==> src/hw/rtl/rcpd_pkg.sv <==
// ----------------------------------------------------------------------------
// rcpd_pkg
// Shared types, constants and the curve helper of the differential drive mixer.
// ----------------------------------------------------------------------------
`default_nettype none

package rcpd_pkg;

	localparam int unsigned PULSE_TIMEOUT_US = 20000;
	localparam int unsigned QUEUE_DEPTH      = 2;
	localparam int unsigned DIV_STEPS        = 14;
	localparam int unsigned CNT_W            = $clog2(DIV_STEPS);

	localparam int unsigned NUM_REGS = 6;
	localparam int unsigned ADDR_W   = 5;

	localparam logic [2:0] REG_STEER_MIN = 3'd0;
	localparam logic [2:0] REG_STEER_MAX = 3'd1;
	localparam logic [2:0] REG_SPEED_MIN = 3'd2;
	localparam logic [2:0] REG_SPEED_MAX = 3'd3;
	localparam logic [2:0] REG_DEADZONE  = 3'd4;
	localparam logic [2:0] REG_PRELOAD   = 3'd5;

	localparam logic [14:0] RST_STEER_MIN = 15'd1075;
	localparam logic [14:0] RST_STEER_MAX = 15'd1800;
	localparam logic [14:0] RST_SPEED_MIN = 15'd1041;
	localparam logic [14:0] RST_SPEED_MAX = 15'd1856;
	localparam logic [11:0] RST_DEADZONE  = 12'd250;
	localparam logic [7:0]  RST_PRELOAD   = 8'd110;

	localparam logic [1:0] DIR_NONE = 2'b00;
	localparam logic [1:0] DIR_FWD  = 2'b01;
	localparam logic [1:0] DIR_BWD  = 2'b10;

	// floor(256 * 2^(r/32))
	localparam logic [8:0] CURVE_FRAC [32] = '{
		9'd256, 9'd261, 9'd267, 9'd273, 9'd279, 9'd285, 9'd291, 9'd297,
		9'd304, 9'd311, 9'd317, 9'd324, 9'd331, 9'd339, 9'd346, 9'd354,
		9'd362, 9'd369, 9'd378, 9'd386, 9'd394, 9'd403, 9'd412, 9'd421,
		9'd430, 9'd439, 9'd449, 9'd459, 9'd469, 9'd479, 9'd490, 9'd501
	};

	typedef struct packed {
		logic [14:0] steer_min_us;
		logic [14:0] steer_max_us;
		logic [14:0] speed_min_us;
		logic [14:0] speed_max_us;
		logic [11:0] stick_deadzone;
		logic [7:0]  motor_preload;
	} rcpd_cfg_t;

	typedef struct packed {
		logic [14:0] steer_pulse_us;
		logic [14:0] speed_pulse_us;
		logic        apply;
	} rcpd_item_t;

	typedef struct packed {
		logic       applied;
		logic       right_bwd;
		logic       right_fwd;
		logic [7:0] right_duty;
		logic       left_bwd;
		logic       left_fwd;
		logic [7:0] left_duty;
	} rcpd_result_t;

	typedef struct packed {
		logic [7:0] mag;
		logic [1:0] dir;
	} rcpd_wheel_t;

	typedef enum logic [3:0] {
		BK_IDLE,
		BK_SETUP,
		BK_DIV,
		BK_POST,
		BK_SCALE,
		BK_CURVE,
		BK_DUTY_MUL,
		BK_DUTY_DIV,
		BK_OUT
	} rcpd_state_t;

	// exponential curve on a mixed wheel value, capped at 255 either way
	function automatic rcpd_wheel_t rcpd_curve(input logic signed [9:0] w);
		logic        pos;
		logic [9:0]  neg_w;
		logic [7:0]  a;
		logic [8:0]  f;
		logic [9:0]  s;
		rcpd_wheel_t res;
		pos   = (w > 10'sd0);
		neg_w = 10'(-w);
		if (w > 10'sd255 || w < -10'sd255) begin
			a = 8'd255;
		end else if (pos) begin
			a = w[7:0];
		end else begin
			a = neg_w[7:0];
		end
		f = CURVE_FRAC[a[4:0]] >> (3'd7 - a[7:5]);
		if (pos) begin
			s = 10'(f) + 10'd2;
		end else begin
			s = 10'(f) - 10'd2;
		end
		res.mag = (s > 10'd255) ? 8'd255 : s[7:0];
		if (pos) begin
			res.dir = DIR_FWD;
		end else if (s == 10'd0) begin
			res.dir = DIR_NONE;
		end else begin
			res.dir = DIR_BWD;
		end
		return res;
	endfunction

endpackage

`default_nettype wire

==> src/hw/rtl/rcpd_front.sv <==
// ----------------------------------------------------------------------------
// rcpd_front
// Unpacks an input beat and marks whether it drives the wheels or repeats.
// ----------------------------------------------------------------------------
`default_nettype none

module rcpd_front (
	input  wire logic                s_tvalid,
	output logic                     s_tready,
	input  wire logic [31:0]         s_tdata,
	input  wire logic                q_full,
	output logic                     q_push,
	output rcpd_pkg::rcpd_item_t     q_item
);
	import rcpd_pkg::*;

	logic [14:0] steer;
	logic [14:0] speed;
	logic        live;

	assign steer = s_tdata[14:0];
	assign speed = s_tdata[29:15];
	assign live  = s_tdata[30];

	assign s_tready = !q_full;
	assign q_push   = s_tvalid && !q_full;

	always_comb begin
		q_item.steer_pulse_us = steer;
		q_item.speed_pulse_us = speed;
		q_item.apply = live && (steer != 15'd0) && (speed != 15'd0)
			&& (17'(steer) <= 17'(PULSE_TIMEOUT_US))
			&& (17'(speed) <= 17'(PULSE_TIMEOUT_US));
	end

endmodule

`default_nettype wire

==> src/hw/rtl/rcpd_queue.sv <==
// ----------------------------------------------------------------------------
// rcpd_queue
// Short queue between the front and the back of the mixer.
// ----------------------------------------------------------------------------
`default_nettype none

module rcpd_queue (
	input  wire logic                clk,
	input  wire logic                arst_n,
	input  wire logic                push,
	input  wire rcpd_pkg::rcpd_item_t wr_item,
	output logic                     full,
	input  wire logic                pop,
	output logic                     valid,
	output rcpd_pkg::rcpd_item_t     rd_item
);
	import rcpd_pkg::*;

	localparam int unsigned PTR_W = (QUEUE_DEPTH > 1) ? $clog2(QUEUE_DEPTH) : 1;
	localparam int unsigned CNT_QW = $clog2(QUEUE_DEPTH + 1);

	rcpd_item_t          mem_q [QUEUE_DEPTH];
	logic [PTR_W-1:0]    wr_ptr_q;
	logic [PTR_W-1:0]    rd_ptr_q;
	logic [CNT_QW-1:0]   count_q;
	logic                do_push;
	logic                do_pop;

	assign full    = (count_q == CNT_QW'(QUEUE_DEPTH));
	assign valid   = (count_q != '0);
	assign rd_item = mem_q[rd_ptr_q];
	assign do_push = push && !full;
	assign do_pop  = pop && valid;

	always_ff @(posedge clk) begin
		if (do_push) begin
			mem_q[wr_ptr_q] <= wr_item;
		end
	end

	always_ff @(posedge clk or negedge arst_n) begin
		if (!arst_n) begin
			wr_ptr_q <= '0;
			rd_ptr_q <= '0;
			count_q  <= '0;
		end else begin
			if (do_push) begin
				wr_ptr_q <= (wr_ptr_q == PTR_W'(QUEUE_DEPTH - 1)) ? '0 : wr_ptr_q + 1'b1;
			end
			if (do_pop) begin
				rd_ptr_q <= (rd_ptr_q == PTR_W'(QUEUE_DEPTH - 1)) ? '0 : rd_ptr_q + 1'b1;
			end
			if (do_push && !do_pop) begin
				count_q <= count_q + 1'b1;
			end else if (do_pop && !do_push) begin
				count_q <= count_q - 1'b1;
			end
		end
	end

endmodule

`default_nettype wire

==> src/hw/rtl/rcpd_back.sv <==
// ----------------------------------------------------------------------------
// rcpd_back
// Maps both sticks through a shared divider, mixes, shapes and sets the duty.
// ----------------------------------------------------------------------------
`default_nettype none

module rcpd_back (
	input  wire logic                 clk,
	input  wire logic                 arst_n,
	input  wire rcpd_pkg::rcpd_cfg_t  cfg,
	input  wire logic                 q_valid,
	input  wire rcpd_pkg::rcpd_item_t q_item,
	output logic                      q_pop,
	output logic                      res_valid,
	input  wire logic                 res_ready,
	output rcpd_pkg::rcpd_result_t    res
);
	import rcpd_pkg::*;

	rcpd_state_t        state_q;
	rcpd_state_t        state_d;
	logic               out_load;

	rcpd_item_t         item_q;
	logic               chan_q;
	logic [CNT_W-1:0]   cnt_q;
	logic [27:0]        num_q;
	logic [15:0]        rem_q;
	logic [14:0]        den_q;
	logic               neg_q;
	logic               eq_q;
	logic signed [12:0] capped_q;
	logic signed [8:0]  steer_q;
	logic signed [8:0]  speed_q;
	rcpd_wheel_t        lw_q;
	rcpd_wheel_t        rw_q;
	logic [15:0]        lx_q;
	logic [15:0]        rx_q;
	logic [7:0]         held_ld_q;
	logic [1:0]         held_ldir_q;
	logic [7:0]         held_rd_q;
	logic [1:0]         held_rdir_q;
	rcpd_result_t       out_q;
	logic               out_valid_q;

	// setup
	logic [14:0]        pulse;
	logic [14:0]        lo;
	logic [14:0]        hi;
	logic signed [15:0] diff;
	logic signed [15:0] span;
	logic [14:0]        dmag;
	logic [14:0]        smag;
	logic [27:0]        nprod;

	// divider, two bits a cycle
	logic [15:0]        r_a;
	logic [15:0]        r_b;
	logic [27:0]        n_a;
	logic [27:0]        n_b;

	// post
	logic signed [29:0] qs;
	logic signed [29:0] v;
	logic signed [29:0] dz;
	logic signed [29:0] vd;
	logic signed [12:0] capped;

	// scale
	logic [11:0]        cmag;
	logic [24:0]        sprod;
	logic [7:0]         q10;
	logic signed [8:0]  stick;

	// mix
	logic signed [9:0]  sp;
	logic signed [9:0]  st;
	logic signed [9:0]  lmix;
	logic signed [9:0]  rmix;

	// duty
	logic [7:0]         span_p;
	logic [31:0]        lp;
	logic [31:0]        rp;
	logic [7:0]         ld;
	logic [7:0]         rd;

	always_comb begin
		pulse = chan_q ? item_q.speed_pulse_us : item_q.steer_pulse_us;
		lo    = chan_q ? cfg.speed_min_us : cfg.steer_min_us;
		hi    = chan_q ? cfg.speed_max_us : cfg.steer_max_us;
		diff  = $signed({1'b0, pulse}) - $signed({1'b0, lo});
		span  = $signed({1'b0, hi}) - $signed({1'b0, lo});
		dmag  = diff[15] ? 15'(-diff) : diff[14:0];
		smag  = span[15] ? 15'(-span) : span[14:0];
		nprod = 28'(dmag) * 28'(13'd5200);
	end

	always_comb begin
		r_a = {rem_q[14:0], num_q[27]};
		n_a = {num_q[26:0], 1'b0};
		if (r_a >= {1'b0, den_q}) begin
			r_a    = r_a - {1'b0, den_q};
			n_a[0] = 1'b1;
		end
		r_b = {r_a[14:0], n_a[27]};
		n_b = {n_a[26:0], 1'b0};
		if (r_b >= {1'b0, den_q}) begin
			r_b    = r_b - {1'b0, den_q};
			n_b[0] = 1'b1;
		end
	end

	always_comb begin
		qs = neg_q ? -$signed({2'b00, num_q}) : $signed({2'b00, num_q});
		dz = $signed({18'd0, cfg.stick_deadzone});
		v  = eq_q ? 30'sd0 : qs - 30'sd2600;
		if ((v < dz) && (v > -dz)) begin
			vd = 30'sd0;
		end else if (v < dz) begin
			vd = v + dz;
		end else begin
			vd = v - dz;
		end
		if (vd > 30'sd2550) begin
			capped = 13'sd2550;
		end else if (vd < -30'sd2550) begin
			capped = -13'sd2550;
		end else begin
			capped = vd[12:0];
		end
	end

	always_comb begin
		cmag  = capped_q[12] ? 12'(-capped_q) : 12'(capped_q);
		sprod = 25'(cmag) * 25'(13'd6554);
		q10   = sprod[23:16];
		stick = capped_q[12] ? -$signed({1'b0, q10}) : $signed({1'b0, q10});
	end

	always_comb begin
		sp   = {speed_q[8], speed_q};
		st   = {steer_q[8], steer_q};
		lmix = sp + st;
		rmix = sp - st;
		if (sp > 10'sd0) begin
			if (lmix > sp) begin
				lmix = sp;
			end
			if (rmix > sp) begin
				rmix = sp;
			end
		end
		if (sp < 10'sd0) begin
			if (lmix < sp) begin
				lmix = sp;
			end
			if (rmix < sp) begin
				rmix = sp;
			end
		end
	end

	// x / 255 as (x * 32897) >> 23, exact for 16-bit x
	always_comb begin
		span_p = 8'd255 - cfg.motor_preload;
		lp     = 32'(lx_q) * 32'(17'd32897);
		rp     = 32'(rx_q) * 32'(17'd32897);
		ld     = lp[30:23] + cfg.motor_preload;
		rd     = rp[30:23] + cfg.motor_preload;
	end

	always_comb begin
		state_d = state_q;
		case (state_q)
			BK_IDLE: begin
				if (q_valid) begin
					state_d = q_item.apply ? BK_SETUP : BK_OUT;
				end
			end
			BK_SETUP:    state_d = BK_DIV;
			BK_DIV: begin
				if (cnt_q == CNT_W'(DIV_STEPS - 1)) begin
					state_d = BK_POST;
				end
			end
			BK_POST:     state_d = BK_SCALE;
			BK_SCALE:    state_d = chan_q ? BK_CURVE : BK_SETUP;
			BK_CURVE:    state_d = BK_DUTY_MUL;
			BK_DUTY_MUL: state_d = BK_DUTY_DIV;
			BK_DUTY_DIV: state_d = BK_OUT;
			BK_OUT: begin
				if (!out_valid_q || res_ready) begin
					state_d = BK_IDLE;
				end
			end
			default:     state_d = BK_IDLE;
		endcase
	end

	always_comb begin
		q_pop    = 1'b0;
		out_load = 1'b0;
		case (state_q)
			BK_IDLE: q_pop    = q_valid;
			BK_OUT:  out_load = !out_valid_q || res_ready;
			default: begin
				q_pop    = 1'b0;
				out_load = 1'b0;
			end
		endcase
	end

	always_ff @(posedge clk or negedge arst_n) begin
		if (!arst_n) begin
			state_q     <= BK_IDLE;
			chan_q      <= 1'b0;
			cnt_q       <= '0;
			out_valid_q <= 1'b0;
			held_ld_q   <= '0;
			held_ldir_q <= DIR_NONE;
			held_rd_q   <= '0;
			held_rdir_q <= DIR_NONE;
		end else begin
			state_q <= state_d;
			case (state_q)
				BK_IDLE:  chan_q <= 1'b0;
				BK_SETUP: cnt_q  <= '0;
				BK_DIV:   cnt_q  <= cnt_q + 1'b1;
				BK_SCALE: chan_q <= 1'b1;
				BK_DUTY_DIV: begin
					held_ld_q   <= (lw_q.dir == DIR_NONE) ? 8'd255 : ld;
					held_ldir_q <= lw_q.dir;
					held_rd_q   <= (rw_q.dir == DIR_NONE) ? 8'd0 : rd;
					held_rdir_q <= rw_q.dir;
				end
				default: begin
				end
			endcase
			if (out_load) begin
				out_valid_q <= 1'b1;
			end else if (res_ready) begin
				out_valid_q <= 1'b0;
			end
		end
	end

	always_ff @(posedge clk) begin
		case (state_q)
			BK_IDLE: begin
				if (q_valid) begin
					item_q <= q_item;
				end
			end
			BK_SETUP: begin
				num_q <= nprod;
				rem_q <= '0;
				den_q <= smag;
				neg_q <= diff[15] ^ span[15];
				eq_q  <= (lo == hi);
			end
			BK_DIV: begin
				num_q <= n_b;
				rem_q <= r_b;
			end
			BK_POST: capped_q <= capped;
			BK_SCALE: begin
				if (chan_q) begin
					speed_q <= stick;
				end else begin
					steer_q <= stick;
				end
			end
			BK_CURVE: begin
				lw_q <= rcpd_curve(lmix);
				rw_q <= rcpd_curve(rmix);
			end
			BK_DUTY_MUL: begin
				lx_q <= 16'(lw_q.mag) * 16'(span_p);
				rx_q <= 16'(rw_q.mag) * 16'(span_p);
			end
			default: begin
			end
		endcase
		if (out_load) begin
			out_q.left_duty  <= held_ld_q;
			out_q.left_fwd   <= held_ldir_q[0];
			out_q.left_bwd   <= held_ldir_q[1];
			out_q.right_duty <= held_rd_q;
			out_q.right_fwd  <= held_rdir_q[0];
			out_q.right_bwd  <= held_rdir_q[1];
			out_q.applied    <= item_q.apply;
		end
	end

	assign res_valid = out_valid_q;
	assign res       = out_q;

endmodule

`default_nettype wire

==> src/hw/rtl/rc_pulse_to_differential_drive.sv <==
// ----------------------------------------------------------------------------
// rc_pulse_to_differential_drive
// Turns steering and speed pulse widths into left and right bridge drive.
//
// Input beats arrive on s_tvalid/s_tready/s_tdata and carry both pulse widths
// and the live flag of the other receiver channels. Result beats leave on
// m_tvalid/m_tready/m_tdata with the "applied" flag on m_tuser. Every input
// beat gives exactly one result beat, in order.
// A beat that drives the wheels passes setup, divide, post and scale for the
// steering stick and then the speed stick, then curve, duty multiply and duty
// divide before it reaches the output stage; a beat that only repeats the held
// outputs goes straight to the output stage. The back end handles one beat at a
// time, and the shared two-bit-per-cycle divider maps both sticks in turn.
// A two-entry queue sits behind s_tready, so the source can run ahead while
// the back end works or while m_tready is low; a finished result waits in
// the output register until taken.
// Reset clears the held drive to zero, both lines low, and loads the
// calibration registers with their defaults. Registers sit on the APB port
// at byte address 4*index and should only be written while the block is idle.
// ----------------------------------------------------------------------------
`default_nettype none

module rc_pulse_to_differential_drive (
	input  wire logic                       clk,
	input  wire logic                       arst_n,
	// steer_pulse_us[14:0], speed_pulse_us[29:15], other_channels_live[30]
	input  wire logic                       s_tvalid,
	output logic                            s_tready,
	input  wire logic [31:0]                s_tdata,
	// left_duty[7:0], left_fwd[8], left_bwd[9], right_duty[17:10],
	// right_fwd[18], right_bwd[19]
	output logic                            m_tvalid,
	input  wire logic                       m_tready,
	output logic [23:0]                     m_tdata,
	// applied[0]
	output logic                            m_tuser,
	input  wire logic                       psel,
	input  wire logic                       penable,
	input  wire logic                       pwrite,
	input  wire logic [rcpd_pkg::ADDR_W-1:0] paddr,
	input  wire logic [31:0]                pwdata,
	output logic [31:0]                     prdata,
	output logic                            pready
);
	import rcpd_pkg::*;

	rcpd_cfg_t    cfg_q;
	logic [2:0]   reg_idx;
	logic         cfg_wr;
	logic         q_full;
	logic         q_push;
	rcpd_item_t   wr_item;
	logic         q_valid;
	logic         q_pop;
	rcpd_item_t   rd_item;
	rcpd_result_t res;

	assign pready  = 1'b1;
	assign reg_idx = paddr[4:2];
	assign cfg_wr  = psel && penable && pwrite && pready;

	always_ff @(posedge clk or negedge arst_n) begin
		if (!arst_n) begin
			cfg_q.steer_min_us   <= RST_STEER_MIN;
			cfg_q.steer_max_us   <= RST_STEER_MAX;
			cfg_q.speed_min_us   <= RST_SPEED_MIN;
			cfg_q.speed_max_us   <= RST_SPEED_MAX;
			cfg_q.stick_deadzone <= RST_DEADZONE;
			cfg_q.motor_preload  <= RST_PRELOAD;
		end else if (cfg_wr) begin
			case (reg_idx)
				REG_STEER_MIN: cfg_q.steer_min_us   <= pwdata[14:0];
				REG_STEER_MAX: cfg_q.steer_max_us   <= pwdata[14:0];
				REG_SPEED_MIN: cfg_q.speed_min_us   <= pwdata[14:0];
				REG_SPEED_MAX: cfg_q.speed_max_us   <= pwdata[14:0];
				REG_DEADZONE:  cfg_q.stick_deadzone <= pwdata[11:0];
				REG_PRELOAD:   cfg_q.motor_preload  <= pwdata[7:0];
				default: begin
				end
			endcase
		end
	end

	always_comb begin
		case (reg_idx)
			REG_STEER_MIN: prdata = 32'(cfg_q.steer_min_us);
			REG_STEER_MAX: prdata = 32'(cfg_q.steer_max_us);
			REG_SPEED_MIN: prdata = 32'(cfg_q.speed_min_us);
			REG_SPEED_MAX: prdata = 32'(cfg_q.speed_max_us);
			REG_DEADZONE:  prdata = 32'(cfg_q.stick_deadzone);
			REG_PRELOAD:   prdata = 32'(cfg_q.motor_preload);
			default:       prdata = '0;
		endcase
	end

	rcpd_front u_front (
		.s_tvalid (s_tvalid),
		.s_tready (s_tready),
		.s_tdata  (s_tdata),
		.q_full   (q_full),
		.q_push   (q_push),
		.q_item   (wr_item)
	);

	rcpd_queue u_queue (
		.clk     (clk),
		.arst_n  (arst_n),
		.push    (q_push),
		.wr_item (wr_item),
		.full    (q_full),
		.pop     (q_pop),
		.valid   (q_valid),
		.rd_item (rd_item)
	);

	rcpd_back u_back (
		.clk       (clk),
		.arst_n    (arst_n),
		.cfg       (cfg_q),
		.q_valid   (q_valid),
		.q_item    (rd_item),
		.q_pop     (q_pop),
		.res_valid (m_tvalid),
		.res_ready (m_tready),
		.res       (res)
	);

	assign m_tdata = {4'd0, res.right_bwd, res.right_fwd, res.right_duty,
		res.left_bwd, res.left_fwd, res.left_duty};
	assign m_tuser = res.applied;

endmodule

`default_nettype wire
==> config.mk <==
export PLATFORM = sky130hd
export DESIGN_NAME = rc_pulse_to_differential_drive
export DESIGN_NICKNAME = d
export VERILOG_FILES = /design/src/hw/rtl/rcpd_pkg.sv /design/src/hw/rtl/rcpd_front.sv /design/src/hw/rtl/rcpd_queue.sv /design/src/hw/rtl/rcpd_back.sv /design/src/hw/rtl/rc_pulse_to_differential_drive.sv
export SDC_FILE = /design/constraint.sdc
export NUM_CORES = 2
export LEC_CHECK = 0
export BUFFER_PORTS_ARGS = -buffer_cell sky130_fd_sc_hd__buf_4
export CAP_MARGIN = 10
export CORE_UTILIZATION = 59
export CTS_CLUSTER_DIAMETER = 150
export CTS_CLUSTER_SIZE = 30
export DETAILED_ROUTE_END_ITERATION = 6
export PLACE_DENSITY = 0.79
export SLEW_MARGIN = 20
export SYNTH_ARGS = -nofsm -noshare
export SYNTH_HDL_FRONTEND = slang
export SYNTH_HIERARCHICAL = 1
export SYNTH_SLANG_ARGS = --single-unit
==> constraint.sdc <==
create_clock -name clk -period 11.84 [get_ports clk]
set_clock_uncertainty 0.05 [all_clocks]
set_input_delay 0 -clock clk [delete_from_list [all_inputs] [get_ports clk]]
set_output_delay 0 -clock clk [all_outputs]
set_load 0.1 [all_outputs]
==> results.json <==
{
  "seq_area_frac_synth_pct": 26.0,
  "worst_pin_slew_ps": 1120,
  "min_path_type": "primary input to async pin",
  "synth_top_area_cell": "edfxtp_1",
  "final_core_util_pct": 63.8,
  "synth_common_cells": "ha_1, inv_1, nor2_1",
  "cp_slowest_stage_delay_ps": 580,
  "antenna_found_initial": 10,
  "setup_viol": 0,
  "drt_pass1_iterations": 5,
  "vias": 32400,
  "wl_um": 99200,
  "cts_buffers": 16,
  "stdcell_count": 5235,
  "synth-seq-cells": 371,
  "max_cap_viol_count": 0,
  "clk_pin_slew_worst_paths_ps": 120,
  "rows": 95,
  "pre_cts_ws_ps": 327,
  "cp_common_cell": "nor2_1",
  "detail_route.wl_per_cell_um": 18.9,
  "syn_area_um2": 40800,
  "htreeDepth": 1,
  "status": "complete, no violations",
  "ios": 136,
  "postRouteAntennaNets": 0,
  "cp.required_ps": 12070,
  "avgSynthCellArea_um2": 9.52,
  "dp_hpwl_um": 76300,
  "track_usage_pct": 27.9,
  "synth_area_leaders": "edfxtp_1, ha_1, fa_1",
  "port_buffers": 93,
  "synth_edf_count": 257,
  "grt_pass1_vias": 31900,
  "fin_crit_ps": 11150,
  "yosysUniqueCellTypes": 114,
  "timing.fmax_mhz": 89.6,
  "rsz0062_at_grt": "yes",
  "via_per_inst": 6.19,
  "yosysWarnings": 6,
  "clk_latency_ps": 570,
  "area_delta_synth_final_pct": 6.14,
  "overflow": 0,
  "initial_core_util_pct": 60.1,
  "die_w_um": 265,
  "cp_data_arrival_time_ps": 11380,
  "rr_worst_depth": 55,
  "fin_area_um2": 43300,
  "clock_sinks": 371,
  "worstPathMaxFanout": 17,
  "drive_above_1_share_pct": 11.8,
  "synth_cells": 4280,
  "synth.most_common_cell": "ha_1",
  "hold_viol_final": 0,
  "worst_slack_ps": 685,
  "grt_pass1_wl_um": 161000,
  "die_area_um2": 70100,
  "slew_headroom_pct": 25.2,
  "synthFlopType": "edfxtp_1",
  "die_h_um": 265,
  "startpoint_type": "flip-flop",
  "crit_slowest_cell": "or4b_2",
  "grt_max_degree": 60,
  "drc_errors": 0,
  "critPathKind": "flip-flop to flip-flop",
  "fin_crit_sh_pct": 94.2,
  "fin_nets": 5137,
  "worstReg2RegEnd": "u_back/rw_q[6]$_SDFFCE_PN1P_",
  "first_iter_violations": 2204,
  "critPathCaptureType": "flip-flop",
  "r2r_start": "u_back/speed_q[0]$_DFFE_PP_",
  "cts_root_buf": "clkbuf_16",
  "placed_cell_area_um2": 42100,
  "core_area_um2": 67800,
  "synthArstFlopShare_pct": 30.7,
  "routabilityCongestion": 0.952,
  "dp_cells": 5148,
  "slew_viol_final": 0,
  "cts_tree": "built",
  "r2r_setup_slack_ps": 690,
  "clk_path_buf_depth": 3,
  "synth.top_cell.area_share_pct": 18.9
}
-- kinds of logic (layout without fill, tap and decap cells) --
logic type	Yosys count	after routing	synth area share [%]
AND/OR/NAND/NOR	1197	1197	15.4
AO/OA/AOI/OAI	918	919	15.3
adder cells (fa/ha/maj)	713	713	24.5
XOR/XNOR	256	256	5.58
buffers and inverters	578	635	6.16
multiplexers	245	245	7.05
flip-flops	371	371	26.0
other	2	26	0.0184
-- state kept, by name (all words and copies together) (netlist names), 13 cells and up --
signal           flops
u_back/den_q        15
u_back/num_q        28
u_back/res          21
u_back/rx_q         16
cfg_q               80
u_queue/mem_q       62
u_back/lx_q         16
u_back/rem_q        15
u_back/item_q       31
u_back/capped_q     13
-- how the worst max path moves through the flow --
| stage | from | to | slack (ps) | depth (start not counted) |
|---|---|---|---|---|
| floorplan | u_back/speed_q[0]$_DFFE_PP_ | u_back/rw_q[6]$_SDFFCE_PN1P_ | 120 | 54 |
| global placement | u_back/speed_q[1]$_DFFE_PP_ | u_back/lw_q[1]$_SDFFCE_PP0P_ | 570 | 47 |
| detailed placement | u_back/speed_q[0]$_DFFE_PP_ | u_back/rw_q[6]$_SDFFCE_PN1P_ | 330 | 55 |
| CTS | u_back/speed_q[0]$_DFFE_PP_ | u_back/rw_q[6]$_SDFFCE_PN1P_ | 260 | 55 |
| global route | u_back/speed_q[0]$_DFFE_PP_ | u_back/rw_q[6]$_SDFFCE_PN1P_ | -100 | 55 |
| finish | u_back/speed_q[0]$_DFFE_PP_ | u_back/rw_q[6]$_SDFFCE_PN1P_ | 690 | 55 |
-- worst max-delay path, delay by kind of cell, from the launching register on --
kind / cells / cell delay [ps]
compound gates: 14 / 2330
fa+ha+maj: 7 / 1890
buf+inv: 8 / 1080
flops: 1 / 410
mux: 2 / 590
simple gates: 24 / 4490
-- metrics by stage --
| step | TNS [ps] | hold WS (ps) |
|---|---|---|
| CTS | 0 | 5.41 |
| global route | -398 | 36.3 |
| detailed placement | 0 | 64.5 |
| floorplan | 0 | -346 |
| global placement | 0 | 60.8 |
| finish | 0 | 20.1 |
-- placed cells by master (no fill, tap or decap), drive strengths merged, types with 42 or more instances in the layout --
cell | Yosys | layout
a21o | 69 | 69
a21oi | 195 | 195
buf | 92 | 167
dfrtp | 87 | 87
dlygate4sd3 | 0 | 49
edfxtp | 257 | 257
fa | 141 | 141
ha | 572 | 572
inv | 386 | 386
mux2 | 170 | 170
mux2i | 70 | 70
nand2 | 262 | 262
nand2b | 104 | 104
nand3 | 71 | 71
nor2 | 288 | 288
nor2b | 114 | 114
nor3 | 79 | 79
nor4 | 42 | 42
o21ai | 200 | 200
o31ai | 48 | 48
xnor2 | 171 | 171
xor2 | 85 | 85
-- timing repair --
action | CTS | global route
setup endpoints to repair | 0 | 18
endpoints found under the hold margin | 200 | 0
resized for setup | 0 | 28
hold buffers | 49 | 0
setup buffers | 0 | 5
-- final cells by class --
type / count / area [um2]
Fill cell: 5433 / 24500
Inverter: 391 / 1470
Timing Repair Buffer: 216 / 1750
Multi-Input combinational cell: 3352 / 27900
Clock inverter: 3 / 41.3
Tap cell: 873 / 1090
Clock buffer: 25 / 434
Sequential cell: 371 / 10600
Antenna cell: 4 / 10.0
-- per-layer routing --
metal  vias to the layer above  wire, um  track usage, %
met5                         -        83               0
met4                        14      3160            8.67
met3                       207      5880            3.42
met2                       979     47400            47.9
met1                     15700     42600            36.7
li1                      15500         -               -
Power is left out: the tool's default activity adds up to more than one toggle a clock period on the data nets, which glitch-free logic cannot reach.
